File: config.mk
export PLATFORM = sky130hd
export DESIGN_NAME = reloading_interval_timer_unit
export DESIGN_NICKNAME = d
export VERILOG_FILES = /design/src/design/rit_pkg.sv /design/src/design/rit_div.sv /design/src/design/reloading_interval_timer_unit.sv
export SDC_FILE = /design/constraint.sdc
export NUM_CORES = 1
export LEC_CHECK = 0
export ABC_AREA = 1
export ABC_CLOCK_PERIOD_IN_PS = 21400
export BUFFER_PORTS_ARGS = -buffer_cell sky130_fd_sc_hd__buf_2
export CAP_MARGIN = 20
export CORE_ASPECT_RATIO = 1.25
export CORE_MARGIN = 8
export CORE_UTILIZATION = 35
export DETAILED_ROUTE_END_ITERATION = 16
export PLACE_DENSITY = 0.49
export SKIP_LAST_GASP = 1
export SYNTH_ARGS = -nofsm -noshare
export SYNTH_HDL_FRONTEND = slang
export SYNTH_SLANG_ARGS = --single-unit
File: constraint.sdc
create_clock -name clk -period 21.4 [get_ports clk]
set_clock_uncertainty 0.15 [all_clocks]
set_input_delay 2.14 -clock clk [delete_from_list [all_inputs] [get_ports clk]]
set_output_delay 2.14 -clock clk [all_outputs]
set_load 0.05 [all_outputs]
File: src/design/rit_pkg.sv
// Shared types, constants and mixed-radix helpers for the interval timer.
// No dependencies; imported by rit_div, reloading_interval_timer_unit and rit_port_checker.
`default_nettype none

package rit_pkg;

    localparam int TICK_WIDTH_DEF = 32;
    localparam int HOUR_WIDTH_DEF = 16;

    localparam int DIV_W      = 20;   // ticks_per_ms and leftover
    localparam int TGT_HOUR_W = 16;
    localparam int B60_W      = 6;    // minutes and seconds
    localparam int MS_W       = 10;
    localparam int RELOAD_W   = 17;
    localparam int KIND_W     = 2;
    localparam int FLAGS_W    = 2;
    localparam int LOW_TIME_W = 2 * B60_W + MS_W;
    localparam int CFG_IDX_W  = 3;
    localparam int CFG_DATA_W = DIV_W;

    localparam logic [MS_W:0]  MS_PER_SEC = (MS_W + 1)'(1000);
    localparam logic [B60_W:0] BASE_60    = (B60_W + 1)'(60);

    // all ones: unlimited reloads
    localparam logic signed [RELOAD_W-1:0] RELOAD_UNLIMITED = '1;
    localparam logic signed [RELOAD_W-1:0] RELOAD_ONE = RELOAD_W'(1);

    typedef enum logic [KIND_W-1:0] {
        KIND_TICK,
        KIND_START,
        KIND_STOP,
        KIND_CLEAR
    } kind_t;

    typedef enum logic [CFG_IDX_W-1:0] {
        REG_TICKS_PER_MS,
        REG_TARGET_HOURS,
        REG_TARGET_MINUTES,
        REG_TARGET_SECONDS,
        REG_TARGET_MILLIS,
        REG_RELOAD_COUNT,
        REG_PERIODIC_MODE
    } cfg_reg_t;

    typedef struct packed {
        logic done;
        logic hour_over;
    } div_stat_t;

    // {carry, sum mod 1000}; sum must stay below 2000
    function automatic logic [MS_W:0] wrap_ms(input logic [MS_W:0] sum);
        if (sum >= MS_PER_SEC)
        begin
            wrap_ms = {1'b1, MS_W'(sum - MS_PER_SEC)};
        end
        else
        begin
            wrap_ms = {1'b0, sum[MS_W-1:0]};
        end
    endfunction

    // {carry, sum mod 60}; sum must stay below 120
    function automatic logic [B60_W:0] wrap_60(input logic [B60_W:0] sum);
        if (sum >= BASE_60)
        begin
            wrap_60 = {1'b1, B60_W'(sum - BASE_60)};
        end
        else
        begin
            wrap_60 = {1'b0, sum[B60_W-1:0]};
        end
    endfunction

endpackage

`default_nettype wire

File: src/design/rit_div.sv
// Bit-serial restoring divider whose quotient bits are shifted straight
// into an hours:minutes:seconds:millis accumulator. Depends on rit_pkg.
`default_nettype none

module rit_div
    import rit_pkg::*;
#(
    parameter int NUM_WIDTH  = TICK_WIDTH_DEF + 1,
    parameter int HOUR_WIDTH = HOUR_WIDTH_DEF
)
(
    input  wire logic                  clk,
    input  wire logic                  rst_n,
    input  wire logic                  start,
    input  wire logic [NUM_WIDTH-1:0]  dividend,
    input  wire logic [DIV_W-1:0]      divisor,
    output div_stat_t                  stat,
    output logic [HOUR_WIDTH-1:0]      q_hours,
    output logic [B60_W-1:0]           q_minutes,
    output logic [B60_W-1:0]           q_seconds,
    output logic [MS_W-1:0]            q_millis,
    output logic [DIV_W-1:0]           remainder
);

    localparam int CNT_W = $clog2(NUM_WIDTH + 1);

    logic                  busy_reg;
    logic                  done_reg;
    logic [CNT_W-1:0]      cnt_reg;
    logic [NUM_WIDTH-1:0]  num_reg;
    logic [DIV_W-1:0]      rem_reg;
    logic                  over_reg;
    logic [HOUR_WIDTH-1:0] qh_reg;
    logic [B60_W-1:0]      qm_reg;
    logic [B60_W-1:0]      qs_reg;
    logic [MS_W-1:0]       qms_reg;

    logic [DIV_W:0]        trial;
    logic                  fits;
    logic [DIV_W-1:0]      rem_next;
    logic [MS_W:0]         ms_step;
    logic [B60_W:0]        s_step;
    logic [B60_W:0]        m_step;
    logic [HOUR_WIDTH:0]   h_step;

    always_comb
    begin
        trial    = {rem_reg, num_reg[NUM_WIDTH-1]};
        fits     = (trial >= {1'b0, divisor});
        rem_next = fits ? DIV_W'(trial - {1'b0, divisor}) : trial[DIV_W-1:0];
        // accumulator = 2 * accumulator + quotient bit, carried per field
        ms_step  = wrap_ms({qms_reg, fits});
        s_step   = wrap_60({qs_reg, ms_step[MS_W]});
        m_step   = wrap_60({qm_reg, s_step[B60_W]});
        h_step   = {qh_reg, m_step[B60_W]};
    end

    always_ff @(posedge clk or negedge rst_n)
    begin
        if (!rst_n)
        begin
            busy_reg <= 1'b0;
            done_reg <= 1'b0;
            cnt_reg  <= '0;
        end
        else
        begin
            done_reg <= 1'b0;
            if (start)
            begin
                busy_reg <= 1'b1;
                cnt_reg  <= CNT_W'(NUM_WIDTH);
            end
            else if (busy_reg)
            begin
                cnt_reg <= cnt_reg - CNT_W'(1);
                if (cnt_reg == CNT_W'(1))
                begin
                    busy_reg <= 1'b0;
                    done_reg <= 1'b1;
                end
            end
        end
    end

    always_ff @(posedge clk)
    begin
        if (start)
        begin
            num_reg  <= dividend;
            rem_reg  <= '0;
            over_reg <= 1'b0;
            qh_reg   <= '0;
            qm_reg   <= '0;
            qs_reg   <= '0;
            qms_reg  <= '0;
        end
        else if (busy_reg)
        begin
            num_reg  <= num_reg << 1;
            rem_reg  <= rem_next;
            // sticky: quotient hours no longer fit
            over_reg <= over_reg | h_step[HOUR_WIDTH];
            qh_reg   <= h_step[HOUR_WIDTH-1:0];
            qm_reg   <= m_step[B60_W-1:0];
            qs_reg   <= s_step[B60_W-1:0];
            qms_reg  <= ms_step[MS_W-1:0];
        end
    end

    assign stat.done      = done_reg;
    assign stat.hour_over = over_reg;
    assign q_hours        = qh_reg;
    assign q_minutes      = qm_reg;
    assign q_seconds      = qs_reg;
    assign q_millis       = qms_reg;
    assign remainder      = rem_reg;

endmodule

`default_nettype wire

File: src/design/reloading_interval_timer_unit.sv
// Reloading interval timer: one request per command (tick, start, stop,
// clear), one result per request. A tick taken while running with a nonzero
// ticks_per_ms runs the elapsed ticks plus the leftover through a bit-serial
// divider, one quotient bit per cycle, then compares the count with the
// target; a tick taken while running with a zero ticks_per_ms skips the
// divider, and every other request goes straight to the output stage. No
// request is taken while one is in flight, but the result sits in an output
// register, so a new request is accepted while the previous result still
// waits. Hours saturate at 2^HOUR_WIDTH - 1. Writing a target register
// clears the elapsed count; writing reload_count also loads the reloads
// remaining. Depends on rit_pkg and rit_div.
`default_nettype none

module reloading_interval_timer_unit
    import rit_pkg::*;
#(
    parameter int TICK_WIDTH = TICK_WIDTH_DEF,
    parameter int HOUR_WIDTH = HOUR_WIDTH_DEF
)
(
    input  wire logic                                     clk,
    input  wire logic                                     rst_n,
    input  wire logic                                     s_tvalid,
    output logic                                          s_tready,
    // sys_ticks
    input  wire logic [((TICK_WIDTH+7)/8)*8-1:0]          s_tdata,
    // kind
    input  wire logic [KIND_W-1:0]                        s_tuser,
    output logic                                          m_tvalid,
    input  wire logic                                     m_tready,
    // elapsed_hours, elapsed_minutes, elapsed_seconds, elapsed_millis
    output logic [((HOUR_WIDTH+LOW_TIME_W+7)/8)*8-1:0]    m_tdata,
    // expired, running
    output logic [FLAGS_W-1:0]                            m_tuser,
    input  wire logic                                     cfg_we,
    input  wire logic [CFG_IDX_W-1:0]                     cfg_index,
    input  wire logic [CFG_DATA_W-1:0]                    cfg_data
);

    localparam int NUM_W    = ((TICK_WIDTH > DIV_W) ? TICK_WIDTH : DIV_W) + 1;
    localparam int M_DATA_W = ((HOUR_WIDTH + LOW_TIME_W + 7) / 8) * 8;
    localparam int CMP_HW   = (HOUR_WIDTH > TGT_HOUR_W + 1) ? HOUR_WIDTH : TGT_HOUR_W + 1;

    typedef enum logic [2:0] {
        ST_IDLE,
        ST_SUM,
        ST_DIV,
        ST_CMP,
        ST_OUT
    } state_t;

    state_t                       state_reg;

    logic [DIV_W-1:0]             ticks_per_ms_reg;
    logic [TGT_HOUR_W-1:0]        target_hours_reg;
    logic [B60_W-1:0]             target_minutes_reg;
    logic [B60_W-1:0]             target_seconds_reg;
    logic [MS_W-1:0]              target_millis_reg;
    logic signed [RELOAD_W-1:0]   reload_count_reg;
    logic                         periodic_mode_reg;

    logic                         run_reg;
    logic [TICK_WIDTH-1:0]        last_tick_reg;
    logic [DIV_W-1:0]             leftover_reg;
    logic [HOUR_WIDTH-1:0]        count_hours_reg;
    logic [B60_W-1:0]             count_minutes_reg;
    logic [B60_W-1:0]             count_seconds_reg;
    logic [MS_W-1:0]              count_millis_reg;
    logic signed [RELOAD_W-1:0]   reloads_left_reg;

    logic [TICK_WIDTH-1:0]        delta_reg;
    logic [TGT_HOUR_W:0]          tgt_hours_reg;
    logic [B60_W-1:0]             tgt_minutes_reg;
    logic [B60_W-1:0]             tgt_seconds_reg;
    logic [MS_W-1:0]              tgt_millis_reg;
    logic                         hit_reg;

    logic                         m_tvalid_reg;
    logic [M_DATA_W-1:0]          m_tdata_reg;
    logic [FLAGS_W-1:0]           m_tuser_reg;

    logic [TICK_WIDTH-1:0]        now;
    kind_t                        kind;
    logic                         accept;

    logic                         div_start;
    logic [NUM_W-1:0]             div_dividend;
    div_stat_t                    div_stat;
    logic [HOUR_WIDTH-1:0]        div_q_hours;
    logic [B60_W-1:0]             div_q_minutes;
    logic [B60_W-1:0]             div_q_seconds;
    logic [MS_W-1:0]              div_q_millis;
    logic [DIV_W-1:0]             div_rem;

    logic [MS_W:0]                t_ms;
    logic [B60_W:0]               t_s;
    logic [B60_W:0]               t_m;
    logic [TGT_HOUR_W:0]          t_h;

    logic [MS_W:0]                a_ms;
    logic [B60_W:0]               a_s;
    logic [B60_W:0]               a_m;
    logic [HOUR_WIDTH:0]          a_h;
    logic                         a_sat;

    logic [CMP_HW-1:0]            cmp_count_h;
    logic [CMP_HW-1:0]            cmp_tgt_h;
    logic                         count_ge_target;
    logic                         reloads_pos;
    logic                         reloads_unlim;

    assign now      = s_tdata[TICK_WIDTH-1:0];
    assign kind     = kind_t'(s_tuser);
    assign s_tready = (state_reg == ST_IDLE);
    assign accept   = s_tvalid && s_tready;

    assign div_start    = (state_reg == ST_SUM) && (ticks_per_ms_reg != '0);
    assign div_dividend = NUM_W'(delta_reg) + NUM_W'(leftover_reg);

    rit_div #(
        .NUM_WIDTH  (NUM_W),
        .HOUR_WIDTH (HOUR_WIDTH)
    ) u_div (
        .clk       (clk),
        .rst_n     (rst_n),
        .start     (div_start),
        .dividend  (div_dividend),
        .divisor   (ticks_per_ms_reg),
        .stat      (div_stat),
        .q_hours   (div_q_hours),
        .q_minutes (div_q_minutes),
        .q_seconds (div_q_seconds),
        .q_millis  (div_q_millis),
        .remainder (div_rem)
    );

    // Target folded into proper ranges so a field-by-field compare
    // matches the weighted-sum compare.
    always_comb
    begin
        t_ms = wrap_ms({1'b0, target_millis_reg});
        t_s  = wrap_60({1'b0, target_seconds_reg} + (B60_W + 1)'(t_ms[MS_W]));
        t_m  = wrap_60({1'b0, target_minutes_reg} + (B60_W + 1)'(t_s[B60_W]));
        t_h  = {1'b0, target_hours_reg} + (TGT_HOUR_W + 1)'(t_m[B60_W]);
    end

    // count + quotient, carried field by field
    always_comb
    begin
        a_ms  = wrap_ms({1'b0, count_millis_reg} + {1'b0, div_q_millis});
        a_s   = wrap_60({1'b0, count_seconds_reg} + {1'b0, div_q_seconds}
                        + (B60_W + 1)'(a_ms[MS_W]));
        a_m   = wrap_60({1'b0, count_minutes_reg} + {1'b0, div_q_minutes}
                        + (B60_W + 1)'(a_s[B60_W]));
        a_h   = {1'b0, count_hours_reg} + {1'b0, div_q_hours}
                + (HOUR_WIDTH + 1)'(a_m[B60_W]);
        a_sat = div_stat.hour_over | a_h[HOUR_WIDTH];
    end

    always_comb
    begin
        cmp_count_h     = CMP_HW'(count_hours_reg);
        cmp_tgt_h       = CMP_HW'(tgt_hours_reg);
        count_ge_target = (cmp_count_h > cmp_tgt_h)
            || ((cmp_count_h == cmp_tgt_h)
                && ((count_minutes_reg > tgt_minutes_reg)
                    || ((count_minutes_reg == tgt_minutes_reg)
                        && ((count_seconds_reg > tgt_seconds_reg)
                            || ((count_seconds_reg == tgt_seconds_reg)
                                && (count_millis_reg >= tgt_millis_reg))))));
        reloads_pos   = !reloads_left_reg[RELOAD_W-1] && (reloads_left_reg != '0);
        reloads_unlim = (reloads_left_reg == RELOAD_UNLIMITED);
    end

    always_ff @(posedge clk or negedge rst_n)
    begin
        if (!rst_n)
        begin
            state_reg          <= ST_IDLE;
            ticks_per_ms_reg   <= '0;
            target_hours_reg   <= '0;
            target_minutes_reg <= '0;
            target_seconds_reg <= '0;
            target_millis_reg  <= '0;
            reload_count_reg   <= '0;
            periodic_mode_reg  <= 1'b0;
            run_reg            <= 1'b0;
            last_tick_reg      <= '0;
            leftover_reg       <= '0;
            count_hours_reg    <= '0;
            count_minutes_reg  <= '0;
            count_seconds_reg  <= '0;
            count_millis_reg   <= '0;
            reloads_left_reg   <= '0;
            delta_reg          <= '0;
            tgt_hours_reg      <= '0;
            tgt_minutes_reg    <= '0;
            tgt_seconds_reg    <= '0;
            tgt_millis_reg     <= '0;
            hit_reg            <= 1'b0;
            m_tvalid_reg       <= 1'b0;
            m_tdata_reg        <= '0;
            m_tuser_reg        <= '0;
        end
        else
        begin
            if (m_tready)
            begin
                m_tvalid_reg <= 1'b0;
            end

            case (state_reg)
                ST_IDLE:
                begin
                    if (accept)
                    begin
                        hit_reg   <= 1'b0;
                        state_reg <= ST_OUT;
                        case (kind)
                            KIND_TICK:
                            begin
                                last_tick_reg <= now;
                                if (run_reg)
                                begin
                                    delta_reg       <= now - last_tick_reg;
                                    tgt_hours_reg   <= t_h;
                                    tgt_minutes_reg <= t_m[B60_W-1:0];
                                    tgt_seconds_reg <= t_s[B60_W-1:0];
                                    tgt_millis_reg  <= t_ms[MS_W-1:0];
                                    state_reg       <= ST_SUM;
                                end
                            end
                            KIND_START:
                            begin
                                last_tick_reg <= now;
                                run_reg       <= 1'b1;
                            end
                            KIND_STOP:
                            begin
                                run_reg <= 1'b0;
                            end
                            KIND_CLEAR:
                            begin
                                count_hours_reg   <= '0;
                                count_minutes_reg <= '0;
                                count_seconds_reg <= '0;
                                count_millis_reg  <= '0;
                                reloads_left_reg  <= reload_count_reg;
                            end
                            default:
                            begin
                                state_reg <= ST_OUT;
                            end
                        endcase
                    end
                end

                ST_SUM:
                begin
                    // zero divisor: time frozen, leftover kept
                    state_reg <= (ticks_per_ms_reg != '0) ? ST_DIV : ST_CMP;
                end

                ST_DIV:
                begin
                    if (div_stat.done)
                    begin
                        leftover_reg <= div_rem;
                        if (a_sat)
                        begin
                            count_hours_reg   <= '1;
                            count_minutes_reg <= '0;
                            count_seconds_reg <= '0;
                            count_millis_reg  <= '0;
                        end
                        else
                        begin
                            count_hours_reg   <= a_h[HOUR_WIDTH-1:0];
                            count_minutes_reg <= a_m[B60_W-1:0];
                            count_seconds_reg <= a_s[B60_W-1:0];
                            count_millis_reg  <= a_ms[MS_W-1:0];
                        end
                        state_reg <= ST_CMP;
                    end
                end

                ST_CMP:
                begin
                    if (count_ge_target)
                    begin
                        hit_reg <= 1'b1;
                        if (!periodic_mode_reg)
                        begin
                            run_reg <= 1'b0;
                        end
                        else
                        begin
                            leftover_reg <= '0;
                            if (reloads_pos || reloads_unlim)
                            begin
                                count_hours_reg   <= '0;
                                count_minutes_reg <= '0;
                                count_seconds_reg <= '0;
                                count_millis_reg  <= '0;
                                if (reloads_pos)
                                begin
                                    reloads_left_reg <= reloads_left_reg - RELOAD_ONE;
                                end
                                run_reg <= 1'b1;
                            end
                            else
                            begin
                                run_reg <= 1'b0;
                            end
                        end
                    end
                    state_reg <= ST_OUT;
                end

                ST_OUT:
                begin
                    if (!m_tvalid_reg || m_tready)
                    begin
                        m_tvalid_reg <= 1'b1;
                        m_tdata_reg  <= M_DATA_W'({count_millis_reg, count_seconds_reg,
                                                   count_minutes_reg, count_hours_reg});
                        m_tuser_reg  <= {run_reg, hit_reg};
                        state_reg    <= ST_IDLE;
                    end
                end

                default:
                begin
                    state_reg <= ST_IDLE;
                end
            endcase

            // register writes must arrive only while no request is in flight; the block itself does not enforce this
            if (cfg_we)
            begin
                case (cfg_reg_t'(cfg_index))
                    REG_TICKS_PER_MS:
                    begin
                        ticks_per_ms_reg <= cfg_data[DIV_W-1:0];
                    end
                    REG_TARGET_HOURS:
                    begin
                        target_hours_reg  <= cfg_data[TGT_HOUR_W-1:0];
                        count_hours_reg   <= '0;
                        count_minutes_reg <= '0;
                        count_seconds_reg <= '0;
                        count_millis_reg  <= '0;
                    end
                    REG_TARGET_MINUTES:
                    begin
                        target_minutes_reg <= cfg_data[B60_W-1:0];
                        count_hours_reg    <= '0;
                        count_minutes_reg  <= '0;
                        count_seconds_reg  <= '0;
                        count_millis_reg   <= '0;
                    end
                    REG_TARGET_SECONDS:
                    begin
                        target_seconds_reg <= cfg_data[B60_W-1:0];
                        count_hours_reg    <= '0;
                        count_minutes_reg  <= '0;
                        count_seconds_reg  <= '0;
                        count_millis_reg   <= '0;
                    end
                    REG_TARGET_MILLIS:
                    begin
                        target_millis_reg <= cfg_data[MS_W-1:0];
                        count_hours_reg   <= '0;
                        count_minutes_reg <= '0;
                        count_seconds_reg <= '0;
                        count_millis_reg  <= '0;
                    end
                    REG_RELOAD_COUNT:
                    begin
                        reload_count_reg <= signed'(cfg_data[RELOAD_W-1:0]);
                        reloads_left_reg <= signed'(cfg_data[RELOAD_W-1:0]);
                    end
                    REG_PERIODIC_MODE:
                    begin
                        periodic_mode_reg <= cfg_data[0];
                    end
                    default:
                    begin
                        periodic_mode_reg <= periodic_mode_reg;
                    end
                endcase
            end
        end
    end

    assign m_tvalid = m_tvalid_reg;
    assign m_tdata  = m_tdata_reg;
    assign m_tuser  = m_tuser_reg;

endmodule

`default_nettype wire

==> impl_metrics.py, run 1 <==
metrics = {
    "run_status": {
        "status": "finished clean",
    },
    "floorplanning": {
        "ios": 106,
        "rows": 109,
        "dieArea_um2": 80500,
        "core_area_um2": 70800,
        "die_w_um": 255,
        "initial_core_util_pct": 35.4,
        "die_h_um": 315,
    },
    "detailed_routing": {
        "drt-total-wl_um": 71300,
        "drc": 0,
        "vias_per_cell": 4.88,
        "wl_per_cell_um": 16.4,
        "drt_first_iter_violations": 928,
        "vias": 21200,
        "drtAntennaViolNets": 0,
        "drt-pass1-iter-count": 8,
    },
    "place": {
        "dp_slack_ns": 12.56,
        "gp_congestion": 0.861,
        "placed_area_um2": 26500,
        "io_buffers": 103,
        "place_hpwl_um": 54500,
    },
    "critical_path": {
        "path_buf_inv": 11,
        "reg2reg_setup_slack_ns": 12.56,
        "slowest_stage": "fa_1",
        "crit_cells": 47,
        "end_kind": "register",
        "r2r_cells": 47,
        "crit_start": "count_millis_reg[0]",
        "r2r-start": "count_millis_reg[0]",
        "crit_family": "adder cells",
        "path_class": "register to register",
        "cp_max_fo": 14,
        "crit_top_cell": "inv_1",
        "r2r_end": "count_seconds_reg[5]",
        "worstPathRequired_ns": 21.70,
        "max_stage_delay_ns": 0.43,
        "cp.arrival_ns": 9.14,
        "start_kind": "register",
    },
    "sta": {
        "maxSlewViolCount": 0,
        "setup_viol": 0,
        "fin_crit_ns": 8.84,
        "max-slew-margin-rel_pct": 32.6,
        "fin_ws_ns": 12.56,
        "worst_pin_slew_ns": 1.01,
        "grt_setup_unrepaired": "false",
        "fmax_ghz": 0.113,
        "hold_viol_final": 0,
        "setup_tns_ns": 0,
        "timing.final.crit_share_pct": 41.3,
    },
    "clocking": {
        "cts_tree": "yes",
        "clockBufferDepth": 3,
        "cts.sinks": 400,
        "insertion_delay_ns": 0.59,
        "holdBufCountCts": 0,
        "root_buffer": "clkbuf_16",
        "cts.htree.levels": 2,
        "cts_made_buffers": 48,
        "post_cts_buffers": 0,
        "path_clk_slew_ns": 0.06,
        "cts_resized": 0,
    },
    "logic_synthesis": {
        "ys.flop_type": "dfrtp_1",
        "synth_common_cells": "nand2_1, inv_1, o21ai_0, dfrtp_1",
        "synth_area_leaders": "dfrtp_1, nand2_1, ha_1",
        "synth_top_area_share_pct": 30.7,
        "yosysMostFrequentCell": "nand2_1",
        "ys_seq_elements": 400,
        "syn_area_per_cell_um2": 7.65,
        "synth_cells": 3279,
        "yosysTopAreaCell": "dfrtp_1",
        "synth_edf_count": 33,
        "yosys_warnings": 0,
        "synthArstFlopShare_pct": 77.0,
        "syn_area_um2": 25100,
        "yosysSeqAreaShare_pct": 39.4,
        "ys_types": 67,
    },
    "run": {
        "max_cap_violations": 0,
    },
    "cells_and_area": {
        "fin_area_um2": 28100,
        "largest_reg_flops": 38,
        "layout.nets": 3589,
        "fillers": 7532,
        "drive_gt1_share_pct": 9.58,
        "syn_to_final_growth_pct": 12.1,
    },
    "min_path": {
        "worstHoldEndpoint": "reload_count_reg[10]",
        "min_from": "reload_count_reg[10]",
        "hold_path_class": "register to register",
        "min_path_cells": 2,
    },
    "global_routing": {
        "grt_overflow": 0,
        "grt_max_degree": 136,
        "antenna_found_initial": 3,
        "grt_usage_pct": 17.5,
        "grt_pass1_vias": 21600,
        "grt_pass1_wl_um": 115000,
    },
    "power": {
        "p_seq_share_pct": 32.0,
        "vdd_drop_max_v": 0.0000807,
        "cellLeakagePower_nw": 13.7,
        "p_int_mw": 2.11,
        "netSwitchingPower_mw": 1.67,
        "p_sw_share_pct": 44.2,
        "clkPwrFrac_pct": 21.7,
        "power_density_nw_per_um2": 134,
        "total_power_mw": 3.78,
        "combPwrFrac_pct": 46.3,
    },
}
==> power by group through the flow <==
stage	sequential, mW	combinational [mW]	clock, mW
after global placement	1.22	1.76	0
final	1.21	1.75	0.820
after global routing	1.24	2.01	0.875
after detailed placement	1.22	1.76	0
after floorplan	1.16	1.36	0
after CTS	1.21	1.77	0.853
==> layout by cell type, fill, tap and decap left out, types with 53 or more instances in the layout <==
master   synthesis  layout
nor2_1         189     187
buf_2           20     102
xor2_1          76      76
inv_1          432     431
o22ai_1         53      53
nand3_1        148     147
dfrtp_1        308     308
a21oi_1        189     189
o21ai_0        315     315
dfxtp_1         59      59
nand2_1        813     812
ha_1           164     164
==> kinds of logic (layout without fill, tap and decap cells) <==
logic type      count (synthesis)  count (layout)  share of synthesized area (%)
compound gates                725             725                           16.4
buf+inv                       545             656                           8.48
flops                         400             400                           39.4
simple gates                 1317            1317                           22.5
mux                            15              15                          0.673
xor+xnor                      102             102                           3.56
other cells                     1               4                         0.0149
fa+ha+maj                     174             174                           8.98
==> metal layers <==
metal	GRT usage [%]	routed length [um]	part of all wire, %	vias up
li1	-	-	-	11000
met1	20.2	30100	42	9723
met2	32.6	36100	51	303
met3	2.36	2280	3.2	116
met4	6.95	2840	4.0	2
met5	0	13	0.018	-
==> worst reg2reg max path, delay by kind of cell (launching register included) <==
| family | cells | cell delay [ns] |
|---|---|---|
| adders and majority gates | 10 | 3.13 |
| and+or+nand+nor | 19 | 2.60 |
| buffers and inverters | 11 | 1.06 |
| AOI/OAI and AO/OA | 5 | 0.81 |
| xor gates and xnor gates | 2 | 0.57 |
| DFF | 1 | 0.38 |
==> how the worst max path moves through the flow <==
stage / to / slack [ns]
after floorplan: count_millis_reg[0] / 13.79
after global placement: count_millis_reg[2] / 12.72
after detailed placement: count_millis_reg[2] / 12.56
after CTS: count_millis_reg[2] / 12.53
after global routing: count_minutes_reg[1] / 11.68
final: count_seconds_reg[5] / 12.56
==> area by class of cell <==
cell class,instances,area [um2],share of cell area [%]
sequential,400,9880,35.1
antenna,2,5.00,0.0178
inverter,448,1680,5.99
clock inverter,26,236,0.841
timing repair buffer,120,686,2.44
clock buffer,62,1350,4.78
multi-input combinational,2335,13100,46.6
tap,943,1180,4.20
==> stage by stage <==
stage	util, %	hold WS [ns]	std cells
after floorplan	-	0.292	3280
after detailed placement	37.4	0.311	4245
after CTS	39.7	0.325	4333
after global routing	39.7	0.339	4335
after global placement	37.4	0.306	4245
final	39.7	0.320	4336
Power figures use the tool's default switching activity.
==> inputs of run 2 (changes only) <==
- ABC_CLOCK_PERIOD_IN_PS: 21400 -> 9150
- clock period: 21.4 -> 9.15 ns (I/O delays scaled with it)
==> run 2 against run 1 <==
Effect of this change: hold slack got worse by 0.13 ns; count of clock-buffer cells in the layout increased by 7; via count up 0.24%; maximum frequency is 5.6% higher; core utilization up 0.11 points; combinational power rose by 130%; clock power increased by 140%; highest routed layer unchanged; sequential cell count is the same; sequential share of layout area is 0.098 points lower; largest power group unchanged; critical path type unchanged; cell count is 0.14% higher; die area did not move; global-route usage hardly changed.
==> impl_metrics.py, run 2 (synthesis results as in run 1) <==
metrics = {
    "detailed_routing": {
        "drt-total-wl_um": 71600,
        "vias_per_cell": 4.89,
        "drtAntennaViolNets": 0,
        "drc": 0,
        "drt-pass1-iter-count": 5,
        "vias": 21200,
        "drt_first_iter_violations": 944,
        "wl_per_cell_um": 16.5,
    },
    "clocking": {
        "cts_made_buffers": 48,
        "cts.htree.levels": 2,
        "path_clk_slew_ns": 0.06,
        "cts.sinks": 400,
        "cts_tree": "yes",
        "root_buffer": "clkbuf_16",
        "holdBufCountCts": 0,
        "clockBufferDepth": 3,
        "insertion_delay_ns": 0.58,
    },
    "sta": {
        "timing.final.crit_share_pct": 91.5,
        "setup_tns_ns": 0,
        "grt_setup_unrepaired": "false",
        "fmax_ghz": 0.120,
        "hold_viol_final": 0,
        "maxSlewViolCount": 0,
        "max-slew-margin-rel_pct": 33.5,
        "worst_pin_slew_ns": 0.998,
        "setup_viol": 0,
        "fin_crit_ns": 8.37,
    },
    "floorplanning": {
        "initial_core_util_pct": 35.4,
        "ios": 106,
        "core_area_um2": 70800,
        "dieArea_um2": 80500,
        "die_h_um": 315,
        "rows": 109,
        "die_w_um": 255,
    },
    "critical_path": {
        "end_kind": "register",
        "cp.arrival_ns": 8.66,
        "path_class": "register to register",
        "start_kind": "register",
        "worstPathRequired_ns": 9.45,
        "crit_top_cell": "inv_1",
        "max_stage_delay_ns": 0.43,
        "r2r_cells": 48,
        "slowest_stage": "fa_1",
        "cp_max_fo": 10,
    },
    "cells_and_area": {
        "final_common_cell": "nand2_1",
        "largest_reg_flops": 38,
        "syn_to_final_growth_pct": 12.4,
        "layout.nets": 3595,
        "fin_area_um2": 28200,
        "fillers": 7495,
        "most-common-layout-cells": "nand2_1, inv_1, o21ai_0",
        "drive_gt1_share_pct": 9.66,
        "finalNonFillerCells": 4342,
    },
    "global_routing": {
        "grt_overflow": 0,
        "grt_pass1_vias": 21400,
        "antenna_found_initial": 4,
        "busiest_layer": "met2",
        "grt_pass1_wl_um": 115000,
        "grt_util_met3_pct": 2.28,
        "grt_usage_pct": 17.5,
        "met2_usage_pct": 33.0,
        "grt_max_degree": 136,
        "use_met1_pct": 20.4,
    },
    "power": {
        "cellLeakagePower_nw": 13.7,
        "power_density_nw_per_um2": 314,
        "vdd_drop_max_v": 0.000165,
    },
    "place": {
        "io_buffers": 103,
        "placed_area_um2": 26500,
        "gp_congestion": 0.858,
        "dp.cells": 4246,
        "place_hpwl_um": 54500,
    },
    "run_status": {
        "status": "finished clean",
    },
    "min_path": {
        "hold_path_class": "input port to asynchronous set/reset pin",
    },
    "run": {
        "max_cap_violations": 0,
    },
}
[run 2: changes by cell type in the layout (fill, tap and decap cells not counted), sizes merged]
cell | before | now
buf | 120 | 126
bufinv | 3 | 4
clkbuf | 62 | 69
clkinv | 17 | 11
clkinvlp | 5 | 6
inv | 449 | 446
[run 2: worst max-delay path, delay by kind of cell, from the launching register on]
kind	cells	cell delay, ns
compound gates	7	1.04
flops	1	0.38
buf+inv	12	1.13
xor+xnor	2	0.43
fa+ha+maj	9	2.85
simple gates	18	2.23
[run 2: report_power, final]
group	total, mW	internal [mW]	switching [mW]	leakage, nW
clock network	1.93	1.15	0.777	0.757
logic	4.10	1.41	2.70	8.17
registers	2.83	2.40	0.422	4.81
total	8.86	4.96	3.89	13.7
[run 2: layout make-up]
| cell class | count | area (um2) | share of cell area, % |
|---|---|---|---|
| inverter | 448 | 1680 | 5.97 |
| clock buffer | 69 | 1370 | 4.86 |
| multi-input combinational | 2335 | 13100 | 46.6 |
| sequential | 400 | 9880 | 35.0 |
| tap | 943 | 1180 | 4.18 |
| timing repair buffer | 126 | 731 | 2.59 |
| clock inverter | 19 | 208 | 0.737 |
| antenna | 2 | 5.00 | 0.0177 |
[run 2: layer usage]
metal / vias to the layer above / wire length [um]
li1: 11100 / -
met1: 9755 / 30300
met2: 300 / 36900
met3: 114 / 2170
met4: 2 / 2270
met5: - / 13
[run 2: worst paths after layout]
kind	from	end	slack (ns)
max	count_millis_reg[0]	count_millis_reg[0]	0.78
min	rst_n	last_tick_reg[30]	0.19
max reg2reg	count_millis_reg[0]	count_millis_reg[0]	0.78
min reg2reg	reload_count_reg[9]	reload_count_reg[9]	0.32
max in group asynchronous	rst_n	u_div.cnt_reg[2]	7.16
min in group clk	reload_count_reg[9]	reload_count_reg[9]	0.32
[run 2: what timing repair did]
action,4_1_cts,5_1_grt
gates resized for setup,0,6
setup endpoints to repair,0,38
buffers inserted,0,6
endpoints found under the hold margin,0,0
[run 2: per-stage QoR]
| step | setup WS (ns) | power (mW) | utilization [%] | hold slack (ns) |
|---|---|---|---|---|
| after floorplan | 1.54 | 5.90 | - | 0.292 |
| after global placement | 0.464 | 6.98 | 37.4 | 0.307 |
| after detailed placement | 0.314 | 6.98 | 37.5 | 0.310 |
| after CTS | 0.272 | 8.98 | 39.7 | 0.289 |
| after global routing | 0.0270 | 9.68 | 39.8 | 0.276 |
| final | 0.782 | 8.86 | 39.8 | 0.187 |
